File: src/hdl/vtsc_pkg.sv
// Shared types, constants and codes for the vision target steering classifier.
`default_nettype none

package vtsc_pkg;

    localparam int FRAME_WIDTH_DEFAULT = 320;
    localparam int REPORT_BYTES        = 15;
    localparam int HEAD_BYTES          = REPORT_BYTES - 1;
    localparam int BYTE_IDX_W          = $clog2(REPORT_BYTES);
    localparam int ROTATE_EXTRA        = 30;
    localparam int QUEUE_DEPTH         = 2;
    // Signed width for the centre band bounds; covers the full frame width range.
    localparam int CMP_W               = 18;

    localparam logic [7:0]  CENTER_MARGIN_RESET = 8'd40;
    localparam logic [23:0] NEAR_AREA_RESET     = 24'd15000;
    localparam logic [23:0] MIN_AREA_RESET      = 24'd150;
    localparam logic [23:0] MAX_AREA_RESET      = 24'd30000;

    typedef enum logic [3:0] {
        STEER_STOP         = 4'd0,
        STEER_STRAIGHT     = 4'd1,
        STEER_ROTATE_LEFT  = 4'd2,
        STEER_ROTATE_RIGHT = 4'd3,
        STEER_LEFT         = 4'd4,
        STEER_RIGHT        = 4'd5,
        STEER_SEEK_LEFT    = 4'd6,
        STEER_SEEK_RIGHT   = 4'd7,
        STEER_SEEK         = 4'd8
    } steer_code_t;

    typedef enum logic [7:0] {
        REG_CENTER_MARGIN = 8'd0,
        REG_NEAR_AREA     = 8'd1,
        REG_MIN_AREA      = 8'd2,
        REG_MAX_AREA      = 8'd3
    } cfg_reg_t;

    typedef struct packed {
        logic [7:0] data_byte;
        logic       report_start;
    } in_item_t;

    typedef struct packed {
        logic [3:0]  steer_code;
        logic [15:0] blob_x;
        logic [15:0] blob_y;
        logic [15:0] blob_w;
        logic [15:0] blob_h;
        logic [15:0] blob_cx;
        logic [15:0] blob_cy;
        logic [23:0] blob_area;
    } out_item_t;

    // One assembled report, fields decoded, waiting for classification.
    typedef struct packed {
        logic [15:0] blob_x;
        logic [15:0] blob_y;
        logic [15:0] blob_w;
        logic [15:0] blob_h;
        logic [15:0] blob_cx;
        logic [15:0] blob_cy;
        logic [23:0] blob_area;
    } report_t;

    typedef struct packed {
        logic [7:0]  center_margin;
        logic [23:0] near_area;
        logic [23:0] min_area;
        logic [23:0] max_area;
    } cfg_t;

    typedef struct packed {
        logic push;
        logic full;
    } push_ctl_t;

endpackage

`default_nettype wire

File: src/hdl/vtsc_front.sv
// Front end: assembles report bytes and hands completed reports to the queue.
`default_nettype none

module vtsc_front
    import vtsc_pkg::*;
(
    input  wire logic      clk,
    input  wire logic      rst_n,
    input  wire logic      item_valid,
    output logic           item_ready,
    input  wire in_item_t  item,
    input  wire logic      queue_full,
    output push_ctl_t      push_ctl,
    output report_t        push_data
);

    logic [BYTE_IDX_W-1:0] byte_index_reg;
    logic [BYTE_IDX_W-1:0] byte_index_next;
    logic [7:0]            bytes_reg [HEAD_BYTES];
    logic [BYTE_IDX_W-1:0] pos;
    logic                  is_last;
    logic                  accept;

    assign pos     = item.report_start ? '0 : byte_index_reg;
    assign is_last = (pos == BYTE_IDX_W'(HEAD_BYTES));
    // Only the closing byte needs room in the queue.
    assign item_ready = !is_last || !queue_full;
    assign accept     = item_valid && item_ready;

    always_comb
    begin
        byte_index_next = byte_index_reg;
        if (accept)
        begin
            byte_index_next = is_last ? '0 : pos + BYTE_IDX_W'(1);
        end
    end

    always_ff @(posedge clk or negedge rst_n)
    begin
        if (!rst_n)
        begin
            byte_index_reg <= '0;
        end
        else
        begin
            byte_index_reg <= byte_index_next;
        end
    end

    always_ff @(posedge clk)
    begin
        for (int i = 0; i < HEAD_BYTES; i++)
        begin
            if (accept && !is_last && pos == BYTE_IDX_W'(i))
            begin
                bytes_reg[i] <= item.data_byte;
            end
        end
    end

    assign push_ctl.push = accept && is_last;
    assign push_ctl.full = queue_full;

    assign push_data.blob_x    = {bytes_reg[0], bytes_reg[1]};
    assign push_data.blob_y    = {bytes_reg[2], bytes_reg[3]};
    assign push_data.blob_w    = {bytes_reg[4], bytes_reg[5]};
    assign push_data.blob_h    = {bytes_reg[6], bytes_reg[7]};
    assign push_data.blob_cx   = {bytes_reg[8], bytes_reg[9]};
    assign push_data.blob_cy   = {bytes_reg[10], bytes_reg[11]};
    assign push_data.blob_area = {bytes_reg[12], bytes_reg[13], item.data_byte};

endmodule

`default_nettype wire

File: src/hdl/vtsc_queue.sv
// Short queue of assembled reports between the front and the back end.
`default_nettype none

module vtsc_queue
    import vtsc_pkg::*;
(
    input  wire logic      clk,
    input  wire logic      rst_n,
    input  wire push_ctl_t push_ctl,
    input  wire report_t   push_data,
    output logic           full,
    output logic           not_empty,
    input  wire logic      pop,
    output report_t        head
);

    localparam int PTR_W = (QUEUE_DEPTH > 1) ? $clog2(QUEUE_DEPTH) : 1;
    localparam int CNT_W = $clog2(QUEUE_DEPTH + 1);

    report_t            slots_reg [QUEUE_DEPTH];
    logic [PTR_W-1:0]   wr_ptr_reg;
    logic [PTR_W-1:0]   wr_ptr_next;
    logic [PTR_W-1:0]   rd_ptr_reg;
    logic [PTR_W-1:0]   rd_ptr_next;
    logic [CNT_W-1:0]   count_reg;
    logic [CNT_W-1:0]   count_next;
    logic               do_push;
    logic               do_pop;

    assign full      = (count_reg == CNT_W'(QUEUE_DEPTH));
    assign not_empty = (count_reg != '0);
    assign do_push   = push_ctl.push && !full;
    assign do_pop    = pop && not_empty;
    assign head      = slots_reg[rd_ptr_reg];

    always_comb
    begin
        wr_ptr_next = wr_ptr_reg;
        rd_ptr_next = rd_ptr_reg;
        count_next  = count_reg;
        if (do_push)
        begin
            wr_ptr_next = (wr_ptr_reg == PTR_W'(QUEUE_DEPTH - 1)) ? '0
                                                                : wr_ptr_reg + PTR_W'(1);
        end
        if (do_pop)
        begin
            rd_ptr_next = (rd_ptr_reg == PTR_W'(QUEUE_DEPTH - 1)) ? '0
                                                                : rd_ptr_reg + PTR_W'(1);
        end
        if (do_push && !do_pop)
        begin
            count_next = count_reg + CNT_W'(1);
        end
        else if (do_pop && !do_push)
        begin
            count_next = count_reg - CNT_W'(1);
        end
    end

    always_ff @(posedge clk or negedge rst_n)
    begin
        if (!rst_n)
        begin
            wr_ptr_reg <= '0;
            rd_ptr_reg <= '0;
            count_reg  <= '0;
        end
        else
        begin
            wr_ptr_reg <= wr_ptr_next;
            rd_ptr_reg <= rd_ptr_next;
            count_reg  <= count_next;
        end
    end

    always_ff @(posedge clk)
    begin
        if (do_push)
        begin
            slots_reg[wr_ptr_reg] <= push_data;
        end
    end

endmodule

`default_nettype wire

File: src/hdl/vtsc_back.sv
// Back end: classifies queued reports into steering codes and holds the result.
`default_nettype none

module vtsc_back
    import vtsc_pkg::*;
#(
    parameter int FRAME_WIDTH = FRAME_WIDTH_DEFAULT
)
(
    input  wire logic    clk,
    input  wire logic    rst_n,
    input  wire cfg_t    cfg,
    input  wire logic    queue_not_empty,
    input  wire report_t head,
    output logic         pop,
    output logic         result_valid,
    input  wire logic    result_ready,
    output out_item_t    result
);

    localparam int HALF = FRAME_WIDTH / 2;

    logic                     result_valid_reg;
    logic                     result_valid_next;
    out_item_t                result_reg;
    steer_code_t              prev_code_reg;
    logic [15:0]              prev_center_reg;
    steer_code_t              code;
    steer_code_t              seek;
    logic                     seeking;
    logic                     blob_ok;
    logic signed [CMP_W-1:0]  cx_s;
    logic signed [CMP_W-1:0]  lo;
    logic signed [CMP_W-1:0]  hi;
    logic [16:0]              prev_ext;

    assign pop = queue_not_empty && (!result_valid_reg || result_ready);

    assign cx_s     = $signed(CMP_W'(head.blob_cx));
    assign lo       = $signed(CMP_W'(HALF)) - $signed(CMP_W'(cfg.center_margin));
    assign hi       = $signed(CMP_W'(HALF)) + $signed(CMP_W'(cfg.center_margin));
    assign prev_ext = {1'b0, prev_center_reg};
    assign seeking  = (prev_code_reg == STEER_SEEK_LEFT) || (prev_code_reg == STEER_SEEK_RIGHT);

    assign blob_ok = (head.blob_cx != '0)
                  && ({1'b0, head.blob_cx} < 17'(FRAME_WIDTH))
                  && (head.blob_area > cfg.min_area)
                  && (head.blob_area < cfg.max_area);

    always_comb
    begin
        if (!seeking && prev_ext > 17'(HALF) && prev_ext <= 17'(FRAME_WIDTH))
        begin
            seek = STEER_SEEK_RIGHT;
        end
        else if (!seeking && prev_ext < 17'(HALF) && prev_ext != '0)
        begin
            seek = STEER_SEEK_LEFT;
        end
        else if (prev_code_reg == STEER_SEEK_LEFT)
        begin
            seek = STEER_SEEK_LEFT;
        end
        else if (prev_code_reg == STEER_SEEK_RIGHT)
        begin
            seek = STEER_SEEK_RIGHT;
        end
        else
        begin
            seek = STEER_SEEK;
        end
    end

    always_comb
    begin
        if (!blob_ok)
        begin
            code = seek;
        end
        else if (head.blob_area > cfg.near_area)
        begin
            code = STEER_STOP;
        end
        else if (cx_s > lo && cx_s < hi)
        begin
            code = STEER_STRAIGHT;
        end
        else if (cx_s <= lo - $signed(CMP_W'(ROTATE_EXTRA)))
        begin
            code = STEER_ROTATE_LEFT;
        end
        else if (cx_s >= hi + $signed(CMP_W'(ROTATE_EXTRA)))
        begin
            code = STEER_ROTATE_RIGHT;
        end
        else if (cx_s <= lo)
        begin
            code = STEER_LEFT;
        end
        else
        begin
            code = STEER_RIGHT;
        end
    end

    always_comb
    begin
        result_valid_next = result_valid_reg;
        if (pop)
        begin
            result_valid_next = 1'b1;
        end
        else if (result_ready)
        begin
            result_valid_next = 1'b0;
        end
    end

    always_ff @(posedge clk or negedge rst_n)
    begin
        if (!rst_n)
        begin
            result_valid_reg <= 1'b0;
            prev_code_reg    <= STEER_SEEK_LEFT;
            prev_center_reg  <= '0;
        end
        else
        begin
            result_valid_reg <= result_valid_next;
            if (pop)
            begin
                prev_code_reg   <= code;
                prev_center_reg <= head.blob_cx;
            end
        end
    end

    always_ff @(posedge clk)
    begin
        if (pop)
        begin
            result_reg.steer_code <= code;
            result_reg.blob_x     <= head.blob_x;
            result_reg.blob_y     <= head.blob_y;
            result_reg.blob_w     <= head.blob_w;
            result_reg.blob_h     <= head.blob_h;
            result_reg.blob_cx    <= head.blob_cx;
            result_reg.blob_cy    <= head.blob_cy;
            result_reg.blob_area  <= head.blob_area;
        end
    end

    assign result_valid = result_valid_reg;
    assign result       = result_reg;

endmodule

`default_nettype wire

File: src/hdl/vision_target_steering_classifier.sv
// Top level of the vision target steering classifier.
//
// Report bytes enter on the item channel (valid/ready), one byte per transfer,
// fifteen to a report, big-endian. A byte with report_start set restarts
// assembly at the first position. Each completed report gives one transfer on
// the result channel carrying the steering code and the decoded blob fields;
// other bytes give nothing.
// Throughput is one byte per cycle while item_ready stays high. The closing
// byte's report is written into the two-entry queue, and the classifier then
// loads its output register from the queue head once that register is free.
// When the receiver stalls, the output register and then the queue fill; only
// a report's closing byte is then held off (item_ready low), all other bytes
// are still taken. A report takes fifteen transfers, so the queue rarely fills.
// Configuration writes (cfg channel, always ready) set the centre margin and
// the three area limits; unknown indexes are ignored. They should be made
// while the block is idle.
// Reset clears the byte position, the queue, the output valid flag, and the
// previous centre and code (seek left); configuration returns to defaults.
`default_nettype none

module vision_target_steering_classifier
    import vtsc_pkg::*;
#(
    parameter int FRAME_WIDTH = FRAME_WIDTH_DEFAULT
)
(
    input  wire logic       clk,
    input  wire logic       rst_n,
    input  wire logic       item_valid,
    output logic            item_ready,
    input  wire in_item_t   item,
    output logic            result_valid,
    input  wire logic       result_ready,
    output out_item_t       result,
    input  wire logic       cfg_valid,
    output logic            cfg_ready,
    input  wire logic [7:0] cfg_index,
    input  wire logic [23:0] cfg_data
);

    cfg_t      cfg_reg;
    push_ctl_t push_ctl;
    report_t   push_data;
    report_t   head;
    logic      queue_full;
    logic      queue_not_empty;
    logic      pop;

    assign cfg_ready = 1'b1;

    always_ff @(posedge clk or negedge rst_n)
    begin
        if (!rst_n)
        begin
            cfg_reg.center_margin <= CENTER_MARGIN_RESET;
            cfg_reg.near_area     <= NEAR_AREA_RESET;
            cfg_reg.min_area      <= MIN_AREA_RESET;
            cfg_reg.max_area      <= MAX_AREA_RESET;
        end
        else if (cfg_valid && cfg_ready)
        begin
            case (cfg_index)
                REG_CENTER_MARGIN: cfg_reg.center_margin <= cfg_data[7:0];
                REG_NEAR_AREA:     cfg_reg.near_area     <= cfg_data;
                REG_MIN_AREA:      cfg_reg.min_area      <= cfg_data;
                REG_MAX_AREA:      cfg_reg.max_area      <= cfg_data;
                default:           ;
            endcase
        end
    end

    vtsc_front u_front (
        .clk        (clk),
        .rst_n      (rst_n),
        .item_valid (item_valid),
        .item_ready (item_ready),
        .item       (item),
        .queue_full (queue_full),
        .push_ctl   (push_ctl),
        .push_data  (push_data)
    );

    vtsc_queue u_queue (
        .clk       (clk),
        .rst_n     (rst_n),
        .push_ctl  (push_ctl),
        .push_data (push_data),
        .full      (queue_full),
        .not_empty (queue_not_empty),
        .pop       (pop),
        .head      (head)
    );

    vtsc_back #(
        .FRAME_WIDTH (FRAME_WIDTH)
    ) u_back (
        .clk             (clk),
        .rst_n           (rst_n),
        .cfg             (cfg_reg),
        .queue_not_empty (queue_not_empty),
        .head            (head),
        .pop             (pop),
        .result_valid    (result_valid),
        .result_ready    (result_ready),
        .result          (result)
    );

endmodule

`default_nettype wire

File: config.mk
export PLATFORM = sky130hd
export DESIGN_NAME = vision_target_steering_classifier
export DESIGN_NICKNAME = d
export VERILOG_FILES = /design/src/hdl/vtsc_pkg.sv /design/src/hdl/vtsc_front.sv /design/src/hdl/vtsc_queue.sv /design/src/hdl/vtsc_back.sv /design/src/hdl/vision_target_steering_classifier.sv
export SDC_FILE = /design/constraint.sdc
export NUM_CORES = 1
export LEC_CHECK = 0
export ABC_AREA = 1
export BUFFER_PORTS_ARGS = -buffer_cell sky130_fd_sc_hd__buf_4
export CAP_MARGIN = 20
export CORE_MARGIN = 3
export CORE_UTILIZATION = 62
export CTS_BUF_LIST = sky130_fd_sc_hd__clkbuf_8
export DETAILED_ROUTE_END_ITERATION = 10
export HOLD_SLACK_MARGIN = 0.02
export PLACE_DENSITY_LB_ADDON = 0.12
export SLEW_MARGIN = 25
export SYNTH_ARGS = -nofsm -noshare
export SYNTH_HDL_FRONTEND = slang
export SYNTH_SLANG_ARGS = --single-unit
File: constraint.sdc
create_clock -name clk -period 9.8 [get_ports clk]
set_input_delay 2.94 -clock clk [delete_from_list [all_inputs] [get_ports clk]]
set_output_delay 2.94 -clock clk [all_outputs]
set_load 0.005 [all_outputs]
# Word level (Yosys, flattened, before mapping)
# Memories as Yosys holds them, arrays and structs flattened.
# Index checks and enable logic that the tools add are counted.
op_classes:
  magnitude_cmp: 12
  shift: 0
  mul: 0
  n_eq_ne: 20
  n_reduce_logical: 63
  bitwise: 0
  muxes: 87
  add_sub_neg: 9
  div_mod_pow: 0
op_table:
  columns: ["op", "count"]
  rows:
  - ["8-bit two-way mux", 13]
  - ["8-bit OR reduction", 13]
  - ["4-bit two-way mux", 24]
  - ["24-bit greater-than comparator", 2]
  - ["1-bit two-way mux", 48]
  - ["17-bit by 18-bit less-or-equal comparator with 1-bit output", 2]
  - ["1-bit logical AND", 30]
  - ["4-bit equality test (second input constant)", 7]
  - ["4-bit by 3-bit equality test with 1-bit output (second input constant)", 6]
  - ["24-bit less-than comparator", 1]
  - ["18-bit by 6-bit adder with 18-bit output (second input constant)", 1]
  - ["17-bit by 18-bit >= comparator with 1-bit output", 1]
  - ["17-bit by 18-bit greater-than comparator with 1-bit output", 1]
  - ["17-bit by 18-bit less-than comparator with 1-bit output", 1]
  - ["18-bit by 6-bit subtractor with 18-bit output (second input constant)", 1]
  - ["17-bit nonzero test", 1]
  - ["8-bit by 2-bit equality test with 1-bit output (second input constant)", 2]
  - ["16-bit by 8-bit greater-than comparator with 1-bit output (second input constant)", 1]
  - ["16-bit by 9-bit less-or-equal comparator with 1-bit output (second input constant)", 1]
  - ["16-bit by 8-bit less-than comparator with 1-bit output (second input constant)", 1]
  - ["16-bit by 9-bit less-than comparator with 1-bit output (second input constant)", 1]
  - ["16-bit nonzero test", 1]
  - ["8-bit by 8-bit adder with 9-bit output (first input constant)", 1]
  - ["8-bit by 8-bit subtractor with 9-bit output (first input constant)", 1]
  - ["other kinds (15)", 30]
word_totals:
  latch_bits: 0
  ramBits: 352
  mem_count: 2
  output_inout_bits: 127
  mem_bits_ro: 0
  inputBits: 46
  word_cells: 212
  reg_bits: 233
mem_list:
  columns: ["memory", "depth", "word_bits", "read_ports", "rd_ports_with_merged_regs", "write_ports", "line_no", "rtl"]
  rows:
  - ["u_queue.slots_reg", 2, 120, 1, 0, 1, "vtsc_queue.sv:20", "report_t slots_reg [QUEUE_DEPTH];"]
  - ["u_front.bytes_reg", 14, 8, 14, 0, 1, "vtsc_front.sv:19", "logic [7:0] bytes_reg [HEAD_BYTES];"]

# Logic depth before layout (Yosys ltp)
# Gate-level depths: netlist of run 1.
depth:
  ltp_word: 23
  mapped_depth: 27
  ltp_nobuf: 27

# Cells and area by module
# From an unflattened synthesis of run 1, not the netlist that was laid out.
unflattened:
  cells_unflattened: 2000
  area_unflattened_um2: 24308.3
modules_own_cells:
  columns: ["mod", "cells_per_inst", "seq_area_each_um2", "area_per_inst_um2", "n_inst"]
  rows:
  - ["vtsc_queue", 659, 7307.0, 8994.9, 1]
  - ["vtsc_back", 786, 4251.6, 8181.6, 1]
  - ["vtsc_front", 188, 3463.3, 3827.4, 1]
  - ["vision_target_steering_classifier", 367, 2026.9, 3304.4, 1]

# Worst setup path after synthesis of run 1
# OpenSTA, ideal clock, no wires.
synth_path:
  path_kind: "input -> register"
  from: "in item[0] in the netlist's numbering"
  to: "mem u_queue.slots_reg[0][0] in the netlist's numbering (enable)"
  required_ns: 9.200
  path_slack_ns: 0.424
  arrival_time_ns: 8.776
  path_buffers: 0
  stages: 9
  setup_time_ns: 0.600
  path_cell_list: "nor2_1 -> inv_1 -> nor2_1 -> inv_1 -> nor2_1 -> inv_1 -> nor2_1 -> inv_1 -> nor2_1"
synth_between:
  elab_chain_cells: 9
synth_lines:
  columns: ["item", "line_no", "rtl"]
  rows:
  - ["start: declaration", "vision_target_steering_classifier.sv:31", "input wire in_item_t item,"]
  - ["4-bit two-way mux *", "vtsc_front.sv:24", "assign pos = item.report_start ? '0 : byte_index_reg;"]
  - ["4-bit equality test *", "vtsc_front.sv:25", "assign is_last = (pos == BYTE_IDX_W'(HEAD_BYTES));"]
  - ["1-bit zero test", "vtsc_front.sv:27", "assign item_ready = !is_last || !queue_full;"]
  - ["1-bit logical OR", "vtsc_front.sv:27", null]
  - ["1-bit logical AND", "vtsc_front.sv:28", "assign accept = item_valid && item_ready;"]
  - ["1-bit logical AND *", "vtsc_front.sv:62", "assign push_ctl.push = accept && is_last;"]
  - ["1-bit logical AND *", "vtsc_queue.sv:32", "assign do_push = push_ctl.push && !full;"]
  - ["net u_queue.do_push", "vtsc_queue.sv:27", "logic do_push;"]
  - ["1-bit two-way mux *", "vtsc_queue.sv:79", "if (do_push)"]
  - ["1-bit two-way mux (implied by the code) *", "vtsc_queue.sv:81", "slots_reg[wr_ptr_reg] <= push_data;"]
  - ["end: declaration", "vtsc_queue.sv:20", null]
# Mark *: on every way through the listed nets, which the timed path passes. The rest lies on a longest branch.

# Worst setup path after layout of run 1
layout_path:
  from: "in item[0] in the netlist's numbering"
  to: "out item_ready"
layout_between:
  elab_chain_cells: 4
layout_lines:
  columns: ["item", "line_no", "rtl"]
  rows:
  - ["4-bit two-way mux", "vtsc_front.sv:24", null]
  - ["4-bit equality test", "vtsc_front.sv:25", null]
  - ["1-bit zero test", "vtsc_front.sv:27", null]
  - ["1-bit logical OR", "vtsc_front.sv:27", null]
  - ["end: declaration", "vision_target_steering_classifier.sv:30", "output logic item_ready,"]
# No other way between the ends.

==> flow_results.org, run 1 <==
** Yosys
- In the post-synthesis netlist, the biggest area contributors are sky130_fd_sc_hd__edfxtp_1, sky130_fd_sc_hd__nand2_1, sky130_fd_sc_hd__dfrtp_1.
- Counting distinct cell types in the post-synthesis netlist gives 42.
- For this run, asynchronously set or reset flops after synthesis account for 0.186.
- Part of the Yosys area used for sequential elements :: 0.711
- The synthesized design contains 585 register bits.
- Post-synthesis instance area :: 24000 sq um
- Number of nets in the synthesized netlist :: 2139
- Synthesis Warnings :: 0
- Number of enable-type register cells in the synthesized netlist :: 476
- Most used flip-flop cell after synthesis :: sky130_fd_sc_hd__edfxtp_1
- Most frequently used cell type in the post-synthesis netlist :: sky130_fd_sc_hd__nand2_1
- Number of cells produced by synthesis :: 1963
- Ranked by instance count, the synthesized netlist is headed by sky130_fd_sc_hd__nand2_1, sky130_fd_sc_hd__edfxtp_1, sky130_fd_sc_hd__inv_1.
- Of the post-synthesis cell area, the dominant cell type holds 0.596.
- Cell accounting for the most synthesized area :: sky130_fd_sc_hd__edfxtp_1
- Dividing the synthesized area by the synthesized cell count gives 12.2 sq um.

** Clocking
- Clock tree synthesis inserted a total of 88 buffers.
- The tree is rooted in a sky130_fd_sc_hd__clkbuf_8.
- Clock tree from TritonCTS :: built
- The clock tree synthesis step divided the H-tree into 3 levels.
- Maximum clock insertion buffer count :: 3
- For this design, the CTS-stage hold fixing added 0 buffers.
- For the worst-skew pair, the clock arrives at the later sink with an insertion delay of 0.66 ns.
- Number of gates resized after CTS :: 0
- For this design, the sink count on the clock tree is 585.
- Clock-pin slew was measured on the worst setup and hold paths at 0.06 ns.
- After clock tree synthesis, the setup repair step added 0 buffers.

** Drt
- In the routed layout, each cell is associated on average with a via count of 5.34.
- Mean routed wirelength per cell :: 17.7 microns
- The first routing iteration left 1000 violations.
- Total vias in the final route :: 14.8k
- Number of remaining DRC errors :: 0
- The first TritonRoute pass finished after 5 iterations.
- WL final :: 49200 microns
- Residual antenna-violating net count after detailed routing :: 0

** Die
- The core region is 37900 sq um.
- The die covers 41100 sq um.
- During I/O placement, the number of pins put on the boundary was 173.
- From bottom edge to top edge, the die measures 203 microns.
- The initial utilization of the core area, before any placement, comes to 0.632.
- Measured along the x axis, the die boundary spans 203 microns.
- Row cnt :: 71

** Min path
- Hold path start :: u_front.bytes_reg[1][35]
- Worst min-delay path category :: reg2reg

** Worst setup path
- The largest single stage delay on the critical path is 0.21 ns.
- Category of the critical setup timing path :: in2out
- Setup crit start :: item[0]
- The signal on the critical path passes through buf_4 -> nor2_1 -> inv_1 -> nor2_1 -> inv_1 -> nor2_1 -> nand3_1 -> buf_4.
- Kind of cell adding the most delay to the critical path :: simple AND/OR/NAND/NOR gates
- Crit path top cell by count :: sky130_fd_sc_hd__nor2_1
- The worst setup path is launched from a primary input.
- The worst register-to-register path begins at u_queue.rd_ptr_reg.
- For this design, the slowest cell found on the critical path is sky130_fd_sc_hd__nor2_1.
- Worst endpoint data arrival time :: 4.09 ns
- Critical path required time :: 6.86 ns
- Critical path fanouts, max :: 4
- Count of buffer and inverter cells on the critical path :: 4
- Worst Setup End Kind :: output port

** Timing
- Headroom to the max-slew limit :: 0.379
- Number of failing hold endpoints at the final stage :: 0
- For the finished layout, the period the worst path requires is 7.03 ns.
- Maximum clock frequency :: 0.142 GHz
- Setup repair after global routing missed its margin :: false
- Total setup violations reported at the end of the flow :: 0
- At the pin with the least slew margin, the transition time is 0.932 ns.
- Setup total negative slack on the finished layout was measured at 0 ns.
- Final worst-path cycle share :: 0.717
- Number of max-slew violations in the final report :: 0
- On the final layout, the worst clock skew is 0.0328 ns.

** Finish
- Final-stage net count :: 2365
- The repair_antennas step left the layout with diodes totalling 0.
- Excluding fillers, the count of instances in the completed layout stands at 2774.
- Max FFs per register :: 240
- In the final layout, the share of cells above drive strength 1 is 0.151.
- Layout area overhead :: 15.2%

** Place
- In this run the tool buffered the top-level ports with 171 buffer cells.
- At the end of routability-driven placement, the weighted congestion stood at 0.874.
- Including well taps, the total number of placed cells is 2610.
- Detailed placement ended at an HPWL of 31000 microns.

** Global route
- Global-route wire length before repair :: 77800 microns
- Maximum number of pins on one net before global-route repair :: 82
- The initial antenna violation count was 1.
- For this run, the total global-route usage over all layers was measured as 0.245.
- The number of global-route vias before repair was 15.0k.
- Summed over all layers, the global routing overflow is 0.

** Run status
- The run finished with clean final reports.

** Pwr
- In this run the power density over the cells is 254 nW/um^2.
- Across the VDD grid, the largest voltage drop is 0.172 mV.
- The analysis attributes to cell leakage a power of 11.4 nW.
- Summing internal, switching and leakage power gives 0.00702 W.

** Job
- Across the run, the number of max-cap violations was 0.
==> power breakdown <==
part           leakage [nW]  switching (W)  total, W  internal [W]
combinational          4.60        0.00112   0.00182      0.000704
sequential             5.78       0.000181   0.00333       0.00315
clock                 0.977       0.000915   0.00187      0.000958
==> area by class of cell <==
cell class | instances | area [sq um]
clock inverters | 73 | 434
fillers | 2537 | 10300
flip-flops and latches | 585 | 17100
well taps | 511 | 639
multi-input cells | 1130 | 6000
inverters | 198 | 744
clock buffers | 91 | 1250
repair buffers | 186 | 1490
==> through the flow <==
| step | hold slack [ns] | worst slack [ns] | area, sq um | utilization |
|---|---|---|---|---|
| 6_report | 0.433 | 2.77 | 27600 | 0.728 |
| 5_1_grt | 0.451 | 2.56 | 27600 | 0.728 |
| 4_1_cts | 0.429 | 2.80 | 27600 | 0.728 |
| 3_5_place_dp | 0.430 | 2.81 | 25900 | 0.684 |
| 3_3_place_gp | 0.422 | 2.93 | 25800 | 0.681 |
| 2_1_floorplan | 0.421 | 0.424 | 24000 | - |
==> layer usage <==
layer / wire, microns / GRT usage
met5: 0 / 0
met3: 3130 / 0.0505
met1: 20600 / 0.330
met2: 23800 / 0.398
met4: 1680 / 0.0945
==> cells in the final DEF (no fill, tap or decap), types with 6 or more instances in the layout <==
cell / Yosys / final
sky130_fd_sc_hd__nand2_1: 590 / 590
sky130_fd_sc_hd__edfxtp_1: 476 / 476
sky130_fd_sc_hd__inv_1: 192 / 224
sky130_fd_sc_hd__buf_4: 1 / 179
sky130_fd_sc_hd__ha_1: 130 / 130
sky130_fd_sc_hd__o21ai_0: 112 / 112
sky130_fd_sc_hd__clkbuf_8: 0 / 91
sky130_fd_sc_hd__nor2_1: 89 / 87
sky130_fd_sc_hd__dfrtp_1: 87 / 86
sky130_fd_sc_hd__a21oi_1: 59 / 58
sky130_fd_sc_hd__nand3_1: 37 / 37
sky130_fd_sc_hd__clkinv_1: 1 / 23
sky130_fd_sc_hd__dfstp_2: 22 / 22
sky130_fd_sc_hd__nand4_1: 19 / 19
sky130_fd_sc_hd__xor2_1: 13 / 13
sky130_fd_sc_hd__o21ai_1: 12 / 12
sky130_fd_sc_hd__nor3_1: 14 / 12
sky130_fd_sc_hd__clkinv_2: 0 / 9
sky130_fd_sc_hd__a31oi_1: 8 / 8
sky130_fd_sc_hd__o21a_1: 7 / 7
sky130_fd_sc_hd__nand2_2: 6 / 6
==> kinds of logic (layout without fill, tap and decap cells) <==
family | count (synthesis) | after routing | share of synthesized area
AOI/OAI and AO/OA | 212 | 212 | 0.0469
xor gates and xnor gates | 18 | 18 | 0.00658
adders and majority gates | 130 | 130 | 0.0678
buffers and inverters | 248 | 548 | 0.0400
DFF | 585 | 585 | 0.711
other | 1 | 1 | 0.000156
and+or+nand+nor | 769 | 769 | 0.127
==> worst paths after layout <==
| check | endpoint | slack, ns | cells past startpoint |
|---|---|---|---|
| worst max-delay path | item_ready | 2.77 | 8 |
| worst min-delay path | u_queue.slots_reg[0][19] | 0.43 | 0 |
| worst max register to register | u_back.result[120] | 5.14 | 13 |
| worst min register to register | u_queue.slots_reg[0][19] | 0.43 | 0 |
| max in group asynchronous | cfg_reg[50] | 6.20 | 2 |
| min in group asynchronous | u_back.prev_center_reg[2] | 2.42 | 1 |
(Power assumes the default switching activity.)
==> run 2: changes to the inputs <==
ABC_AREA = 0   (was 1)
clock period = 6.7 ns   (was 9.8 ns; I/O delays follow)
==> flow_results.org, run 2 <==
** Run status
- The run finished with clean final reports.

** Worst setup path
- STA classifies the critical path endpoint as an output port.
- Critical Path Max Stage Delay :: 0.26 ns (+0.05 ns)
- The most numerous cell type found on the critical path is sky130_fd_sc_hd__buf_4.
- The kind of cell with the highest combined delay along the critical path is simple AND/OR/NAND/NOR gates.
- Max stage delay cell, worst path :: sky130_fd_sc_hd__and3_1
- Kind of launch point of the worst setup path :: primary input
- Category of the critical setup timing path :: in2out
- Critical path fanouts, max :: 6 (+2)
- The number of buffers and inverters on the critical path came to 2 (-2).
- The data arrival at the endpoint of the critical path came to 2.87 ns (-1.22 ns).
- Critical path required time :: 4.69 ns (-2.17 ns)
- Ordered cell list for the critical path :: buf_4 -> nor2_1 -> and3_1 -> nand3b_1 -> buf_4

** Timing
- The final-layout setup total negative slack is 0 ns (unchanged).
- The number of setup violations in the final report is 0 (unchanged).
- Maximum clock frequency :: 0.205 GHz
- Of the available clock period, the critical path in the final layout requires 0.729.
- Shortest period the worst path allows :: 4.88 ns
- Worst Clk Skew :: 0.0193 ns (-0.0135 ns)
- Number of failing hold endpoints at the final stage :: 0 (unchanged)
- The slew at the pin with the worst max-slew slack is 0.928 ns (-0.00428 ns).
- The number of pins with negative max-slew slack in the final report was 0 (unchanged).
- Setup repair after global routing left no endpoint under its margin.
- The relative slew slack was 0.379 (+0.000566).

** Yosys
- Yosys reg bits :: 585 (unchanged)
- Xor and xnor fraction of the mapped netlist area :: 0.00813 (+0.00156)
- The top cell type's share of synthesized area came to 0.603 (+0.00699).
- The count of cell types in the netlist is 71 (+69%).
- After synthesis, the most frequently instantiated cells are sky130_fd_sc_hd__edfxtp_1, sky130_fd_sc_hd__ha_1, sky130_fd_sc_hd__mux2_2.
- The summed instance area of the synthesized netlist was 23700 sq um (-1.2%).
- Synthesized area per cell :: 16.3 sq um (+34%)
- The number of synthesized flops with an enable pin is 476 (unchanged).
- Most used flip-flop cell after synthesis :: sky130_fd_sc_hd__edfxtp_1
- Dominant combinational cell family by area after synthesis :: multiplexers
- Adder-Cell Fraction of Synth Area :: 0.0686 (+0.000795)
- sky130_fd_sc_hd__edfxtp_1 takes more of the synthesized area than any other cell.
- Most frequently used cell type in the post-synthesis netlist :: sky130_fd_sc_hd__edfxtp_1
- The mux cell area share after synthesis is 0.0919 (+0.0919).
- The synthesized-area fraction occupied by ao, oa, aoi and oai cells was 0.0389 (-0.00806).
- Number of cells produced by synthesis :: 1452 (-26%)
- Synthesis Warnings :: 0 (unchanged)
- The net count of the mapped netlist is 1628 (-24%).
- The simple logic cell fraction of the synthesized area is 0.0520 (-0.0754).
- Sorting the synthesized cells by area gives the leading types as sky130_fd_sc_hd__edfxtp_1, sky130_fd_sc_hd__dfrtp_1, sky130_fd_sc_hd__ha_1.
- Part of the Yosys area used for sequential elements :: 0.719 (+0.00834)
- The share of synthesized flip-flops with an asynchronous set or reset was 0.186 (unchanged).

** Pwr
- The final total power is 0.00945 W (+35%).
- Max VDD drop :: 0.276 mV (+60%)
- Total power density per cell area :: 346 nW/um^2 (+36%)
- The leakage power summed over all cells was 10.4 nW (-8.3%).

** Die
- Floorplan die area :: 40600 sq um (-1.1%)
- CORE AREA :: 37100 sq um (-2.1%)
- Die X-Extent :: 202 microns (-0.56%)
- I/O pin total :: 173 (unchanged)
- The count of standard-cell rows is 70 (-1.4%).
- Initial cell density of the core :: 0.638 (+0.00608)
- The die height was 202 microns (-0.56%).

** Global route
- Initial antenna violation count :: 0 (-1)
- The global route total overflow was 0 (unchanged).
- The overall fraction of global-route tracks in use came to 0.234 (-0.0111).
- The number of global-route vias before repair came to 13.2k (-12%).
- The largest net degree at the start of global routing came to 109 (+33%).
- The global-route wire length before repair is 73400 microns (-5.6%).

** Drt
- The routed wirelength normalized by instance count was 20.6 microns (+16%).
- Count of routing violations after the opening detailed-route iteration :: 1038 (+3.8%)
- The length of the first detailed-routing pass in iterations is 6 (+1).
- The routed wire length is 46700 microns (-5.0%).
- Max Used Layer :: met4
- Total vias in the final route :: 12.8k (-14%)
- The detailed-route wire length on metal 1 came to 20700 microns (+0.43%).
- Vias per cell :: 5.63 (+5.4%)
- Met2 Wirelength :: 22900 microns (-3.5%)
- Residual antenna-violating net count after detailed routing :: 0 (unchanged)
- The wire length on met3 came to 2180 microns (-30%).
- Number of remaining DRC errors :: 0 (unchanged)

** Clocking
- Number of gates resized after CTS :: 0 (unchanged)
- Maximum clock insertion buffer count :: 3 (unchanged)
- The clock-pin slew on the worst setup and hold paths was 0.05 ns (about the same).
- Clock tree root driver cell :: sky130_fd_sc_hd__clkbuf_8
- The clock sink count is 585 (unchanged).
- Number of setup buffers added after CTS :: 0 (unchanged)
- The latest clock arrival within the worst-skew pair came to 0.63 ns (-0.03 ns).
- Total CTS buffers :: 88 (unchanged)
- The hold buffer count at CTS was 0 (unchanged).
- Clock tree from TritonCTS :: built
- The CTS H-tree depth is 3 (unchanged).

** Finish
- Max FFs per register :: 240 (unchanged)
- The diode insertion count for antenna repair is 0 (unchanged).
- The layout net count is 1872 (-21%).
- Most common library cell in the layout ignoring fill and taps :: sky130_fd_sc_hd__edfxtp_1
- The library cells used most frequently in the layout, excluding fill and tap cells, are sky130_fd_sc_hd__edfxtp_1, sky130_fd_sc_hd__buf_4, sky130_fd_sc_hd__ha_1, sky130_fd_sc_hd__inv_1, sky130_fd_sc_hd__mux2_2.
- The fraction of layout instances using a drive strength above 1 came to 0.263 (+0.113).
- Area of all placed cells without fillers :: 27300 sq um (-1.1%)
- Layout area overhead :: 15.2% (about the same)
- The number of non-filler instances in the completed layout was 2267 (-18%).

** Min path
- Worst min-delay path category :: reg2reg

** Place
- The cell area after placement came to 25600 sq um (-1.2%).
- The count of placed standard cells including taps came to 2109 (-19%).
- The placed wire-length estimate after detailed placement is 30200 microns (-2.9%).
- The final weighted congestion in routability-driven placement is 0.866 (-0.88%).
- Count of buffers from port buffering :: 171 (unchanged)

** Job
- Number of violations of the max-capacitance limit :: 0 (unchanged)
[run 2: cell types whose count changed in the layout (fill, tap and decap cells not counted), sizes merged, moves of 7 or more]
cell,before,now
inv,233,132
clkinv,34,22
mux2,0,191
nor4,2,12
nand2,596,90
nor2,92,50
o21ai,125,36
a21o,1,11
a21oi,59,47
nand3,37,22
xnor2,5,17
nor2b,0,7
xor2,13,5
[run 2: cell families (layout without fill, tap and decap cells)]
group | Yosys count | in the layout
compound gates | 145 | 145
simple gates | 248 | 248
mux | 193 | 193
flops | 585 | 585
fa+ha+maj | 130 | 130
xor+xnor | 22 | 22
buf+inv | 128 | 439
other cells | 1 | 1
[run 2: final cells by class]
cell class                      count  area, sq um
Clock inverter                     62          350
Inverter                           97          372
Fill cell                        2329         9830
Clock buffer                       95         1310
Timing Repair Buffer              185         1410
Multi-Input combinational cell    739         6180
Tap cell                          504          631
Sequential cell                   585        17100
[run 2: layer usage]
metal	global-route usage	vias to the layer above
met5	0	-
met2	0.381	334
met3	0.0406	67
met1	0.330	6398
li1	-	5969
met4	0.0690	0
[run 2: final timing paths]
path | cells after the start | end | from | slack (ns)
max reg2reg | 18 | u_back.result[121] | cfg_reg[73] | 2.16
min | 0 | u_queue.slots_reg[0][59] | u_front.bytes_reg[0][59] | 0.44
max | 5 | item_ready | item[0] | 1.82
min in group asynchronous | 1 | u_back.prev_center_reg[10] | rst_n | 1.48
min reg2reg | 0 | u_queue.slots_reg[0][59] | u_front.bytes_reg[0][59] | 0.44
max in group asynchronous | 2 | cfg_reg[62] | rst_n | 4.03
[run 2: report_power, final]
| group | switching, W | total (W) | internal, W | leakage (nW) |
|---|---|---|---|---|
| Sequential | 0.000261 | 0.00472 | 0.00446 | 5.73 |
| Combinational | 0.00107 | 0.00201 | 0.000942 | 3.72 |
| Clock | 0.00130 | 0.00272 | 0.00143 | 0.960 |
| Total | 0.00263 | 0.00945 | 0.00682 | 10.4 |
[run 2: metrics by stage]
stage	setup slack (ns)	hold WS, ns	util
2_1_floorplan	0.232	0.421	-
3_3_place_gp	1.91	0.422	0.690
3_5_place_dp	1.84	0.431	0.690
4_1_cts	1.84	0.438	0.735
5_1_grt	1.73	0.443	0.735
6_report	1.82	0.439	0.735
==> run 3: changes to the inputs <==
CORE_UTILIZATION = 56   (was 62)
clock period = 4.47 ns   (was 6.7 ns; I/O delays follow)
==> flow_results.org, run 3 (synthesized netlist as in run 2, its figures left out) <==
** Run status
- The flow ran to the end, and the final reports show no timing, DRC or antenna violations.

** Timing
- Setup repair after global routing left no endpoint under its margin.
- Total setup violations reported at the end of the flow :: 0 (unchanged)
- Maximum clock frequency :: 0.253 GHz
- Final worst-path cycle share :: 0.886
- Total negative setup slack :: 0 ns (unchanged)
- Counting I/O delays and the setup requirement, the final critical path takes 3.96 ns.
- The maximum clock skew at final layout is 0.0266 ns (+0.00730 ns).
- The slew at the pin with the worst max-slew slack came to 1.05 ns (+0.123 ns).
- Number of failing hold endpoints at the final stage :: 0 (unchanged)
- Headroom to the max-slew limit :: 0.299 (-0.0800)
- The number of pins with negative max-slew slack in the final report was 0 (unchanged).
- The smallest setup slack after layout is 0.511 ns (-1.31 ns).

** Global route
- The global-route wire length before repair came to 74300 microns (+1.2%).
- Number of global-route vias before repair :: 13.1k (-1.0%)
- The initial antenna violation count was 1 (+1).
- The largest net degree at the start of global routing was 95 (-13%).
- The global route total overflow is 0 (unchanged).
- The overall fraction of global-route tracks in use was 0.221 (-0.0130).

** Clocking
- CTS H-Tree Depth :: 3 (unchanged)
- TritonCTS built the clock tree.
- The buffer count from post-CTS setup fixing came to 0 (unchanged).
- Clock slew at the register clock pins of the worst setup and hold paths :: 0.06 ns (about the same)
- The clock sink count is 585 (unchanged).
- Worst-skew pair later-pin latency :: 0.63 ns (about the same)
- Hold-fix buffers at CTS :: 0 (unchanged)
- In this run the clock root is driven by a sky130_fd_sc_hd__clkbuf_8.
- The post-cts repair resize count is 0 (unchanged).
- Total CTS buffers :: 91 (+3.4%)
- The clock tree buffer depth is 3 (unchanged).

** Finish
- The multi-input logic area is 6170 sq um (-0.16%).
- Leading cell types in the layout, fill and taps excluded :: sky130_fd_sc_hd__edfxtp_1, sky130_fd_sc_hd__buf_4, sky130_fd_sc_hd__inv_1, sky130_fd_sc_hd__ha_1, sky130_fd_sc_hd__mux2_2
- The total of fill cells in the finished design was 2942 (+26%).
- Number of antenna repair diodes :: 0 (unchanged)
- Most common library cell in the layout ignoring fill and taps :: sky130_fd_sc_hd__edfxtp_1
- From synthesis to final layout, the design area changed by 15.6%.
- Max FFs per register :: 240 (unchanged)
- Final-stage net count :: 1882 (+0.53%)
- Ratio of cells with drive above 1 in the final layout :: 0.266 (+0.00231)
- The sequential cell area was 17100 sq um (unchanged).
- Area of all placed cells without fillers :: 27400 sq um (+0.36%)

** Place
- The placed wire-length estimate after detailed placement is 31200 microns (+3.6%).
- Final weighted congestion in routability-driven placement :: 0.822 (-5.1%)
- The cell area after placement came to 25800 sq um (+0.60%).
- The count of buffers inserted at the top-level ports is 171 (unchanged).
- The post-place setup slack came to 0.520 ns (-1.32 ns).

** Die
- Die X-Extent :: 212 microns (+5.1%)
- The total core area is 41300 sq um (+11%).
- Floorplan die area :: 44800 sq um (+10%)
- Initial cell density of the core :: 0.574 (-0.0643)
- The count of standard-cell rows was 74 (+5.7%).
- I/O pin total :: 173 (unchanged)
- The die height is 212 microns (+5.1%).

** Job
- Number of violations of the max-capacitance limit :: 0 (unchanged)

** Drt
- The total number of vias came to 12.7k (-0.16%).
- Pre-antenna DRT Iters :: 5 (-1)
- Residual antenna-violating net count after detailed routing :: 0 (unchanged)
- Vias per cell :: 5.53 (-1.9%)
- Mean routed wirelength per cell :: 21.1 microns (+2.7%)
- WL final :: 48800 microns (+4.4%)
- Number of remaining DRC errors :: 0 (unchanged)
- Count of routing violations after the opening detailed-route iteration :: 816 (-21%)

** Min path
- Worst min-delay path category :: reg2reg

** Pwr
- The leakage power summed over all cells came to 10.5 nW (+0.50%).
- Overall power consumption :: 0.0142 W (+50%)
- The areal power density over the cells came to 516 nW/um^2 (+49%).
- The largest voltage drop on the vdd net came to 0.313 mV (+13%).

** Worst setup path
- Kind of launch point of the worst setup path :: register
- STA classifies the critical path endpoint as a register.
- Worst endpoint data arrival time :: 4.33 ns (+1.46 ns)
- Category of the critical setup timing path :: reg2reg
- The data required time of the critical path came to 4.84 ns (+0.15 ns).
- Critical path fanouts, max :: 6 (unchanged)
==> run 3: changes by cell type in the layout (fill, tap and decap cells not counted), sizes merged <==
| cell | previous run | this run |
|---|---|---|
| clkbuf | 95 | 100 |
| clkinvlp | 2 | 1 |
| inv | 132 | 134 |
| clkinv | 22 | 23 |
| bufinv | 3 | 0 |
| buf | 185 | 192 |
==> run 3: critical path: stages, from the launching register on <==
cell	delay (ns)
sky130_fd_sc_hd__dfrtp_1	0.40
sky130_fd_sc_hd__inv_1	0.18
sky130_fd_sc_hd__ha_1	0.23
sky130_fd_sc_hd__nor4b_1	0.35
sky130_fd_sc_hd__nor2_1	0.10
sky130_fd_sc_hd__xnor2_1	0.20
sky130_fd_sc_hd__nand3_1	0.14
sky130_fd_sc_hd__nor2_1	0.25
sky130_fd_sc_hd__nand2_1	0.09
sky130_fd_sc_hd__ha_1	0.28
sky130_fd_sc_hd__inv_1	0.04
sky130_fd_sc_hd__ha_1	0.28
sky130_fd_sc_hd__nand3_1	0.07
sky130_fd_sc_hd__nor3_1	0.20
sky130_fd_sc_hd__o221ai_1	0.15
sky130_fd_sc_hd__and4_1	0.20
sky130_fd_sc_hd__a21oi_1	0.24
sky130_fd_sc_hd__and2_1	0.20
sky130_fd_sc_hd__o21ai_1	0.08
==> run 3: area by class of cell <==
class	count	share of cell area
clock inverter	61	0.00918
multi-input combinational	739	0.225
clock buffer	100	0.0502
timing repair buffer	192	0.0555
inverter	97	0.0135
tap	532	0.0243
sequential	585	0.622
==> run 3: worst paths after layout <==
check	from	to	slack (ns)	cells after the start
worst max-delay path	cfg_reg[73]	u_back.result[121]	0.51	18
max in group asynchronous	rst_n	cfg_reg[13]	2.96	2
worst min register to register	u_front.bytes_reg[1][28]	u_queue.slots_reg[0][28]	0.44	0
worst min-delay path	u_front.bytes_reg[1][28]	u_queue.slots_reg[0][28]	0.44	0
min in group asynchronous	rst_n	cfg_reg[38]	0.72	1
worst max register to register	cfg_reg[73]	u_back.result[121]	0.51	18
==> run 3: power by group <==
part           leakage [nW]  total (W)  switching [W]  internal [W]
logic                  3.76    0.00306        0.00163       0.00144
clock network         0.970    0.00400        0.00196       0.00204
registers              5.73    0.00709       0.000411       0.00668
total                  10.5     0.0142        0.00399        0.0102
==> run 3: layer usage <==
layer | share of wire | GRT usage | up-vias
met5 | 0 | 0 | -
met1 | 0.44 | 0.308 | 6342
met4 | 0.021 | 0.0642 | 0
met3 | 0.044 | 0.0378 | 75
li1 | - | - | 5983
met2 | 0.50 | 0.363 | 347
==> run 3: stage by stage <==
step / util / cells / hold slack [ns]
2_1_floorplan: - / 1452 / 0.421
3_3_place_gp: 0.624 / 2145 / 0.422
3_5_place_dp: 0.624 / 2145 / 0.431
4_1_cts: 0.664 / 2306 / 0.440
5_1_grt: 0.664 / 2306 / 0.447
6_report: 0.664 / 2306 / 0.438
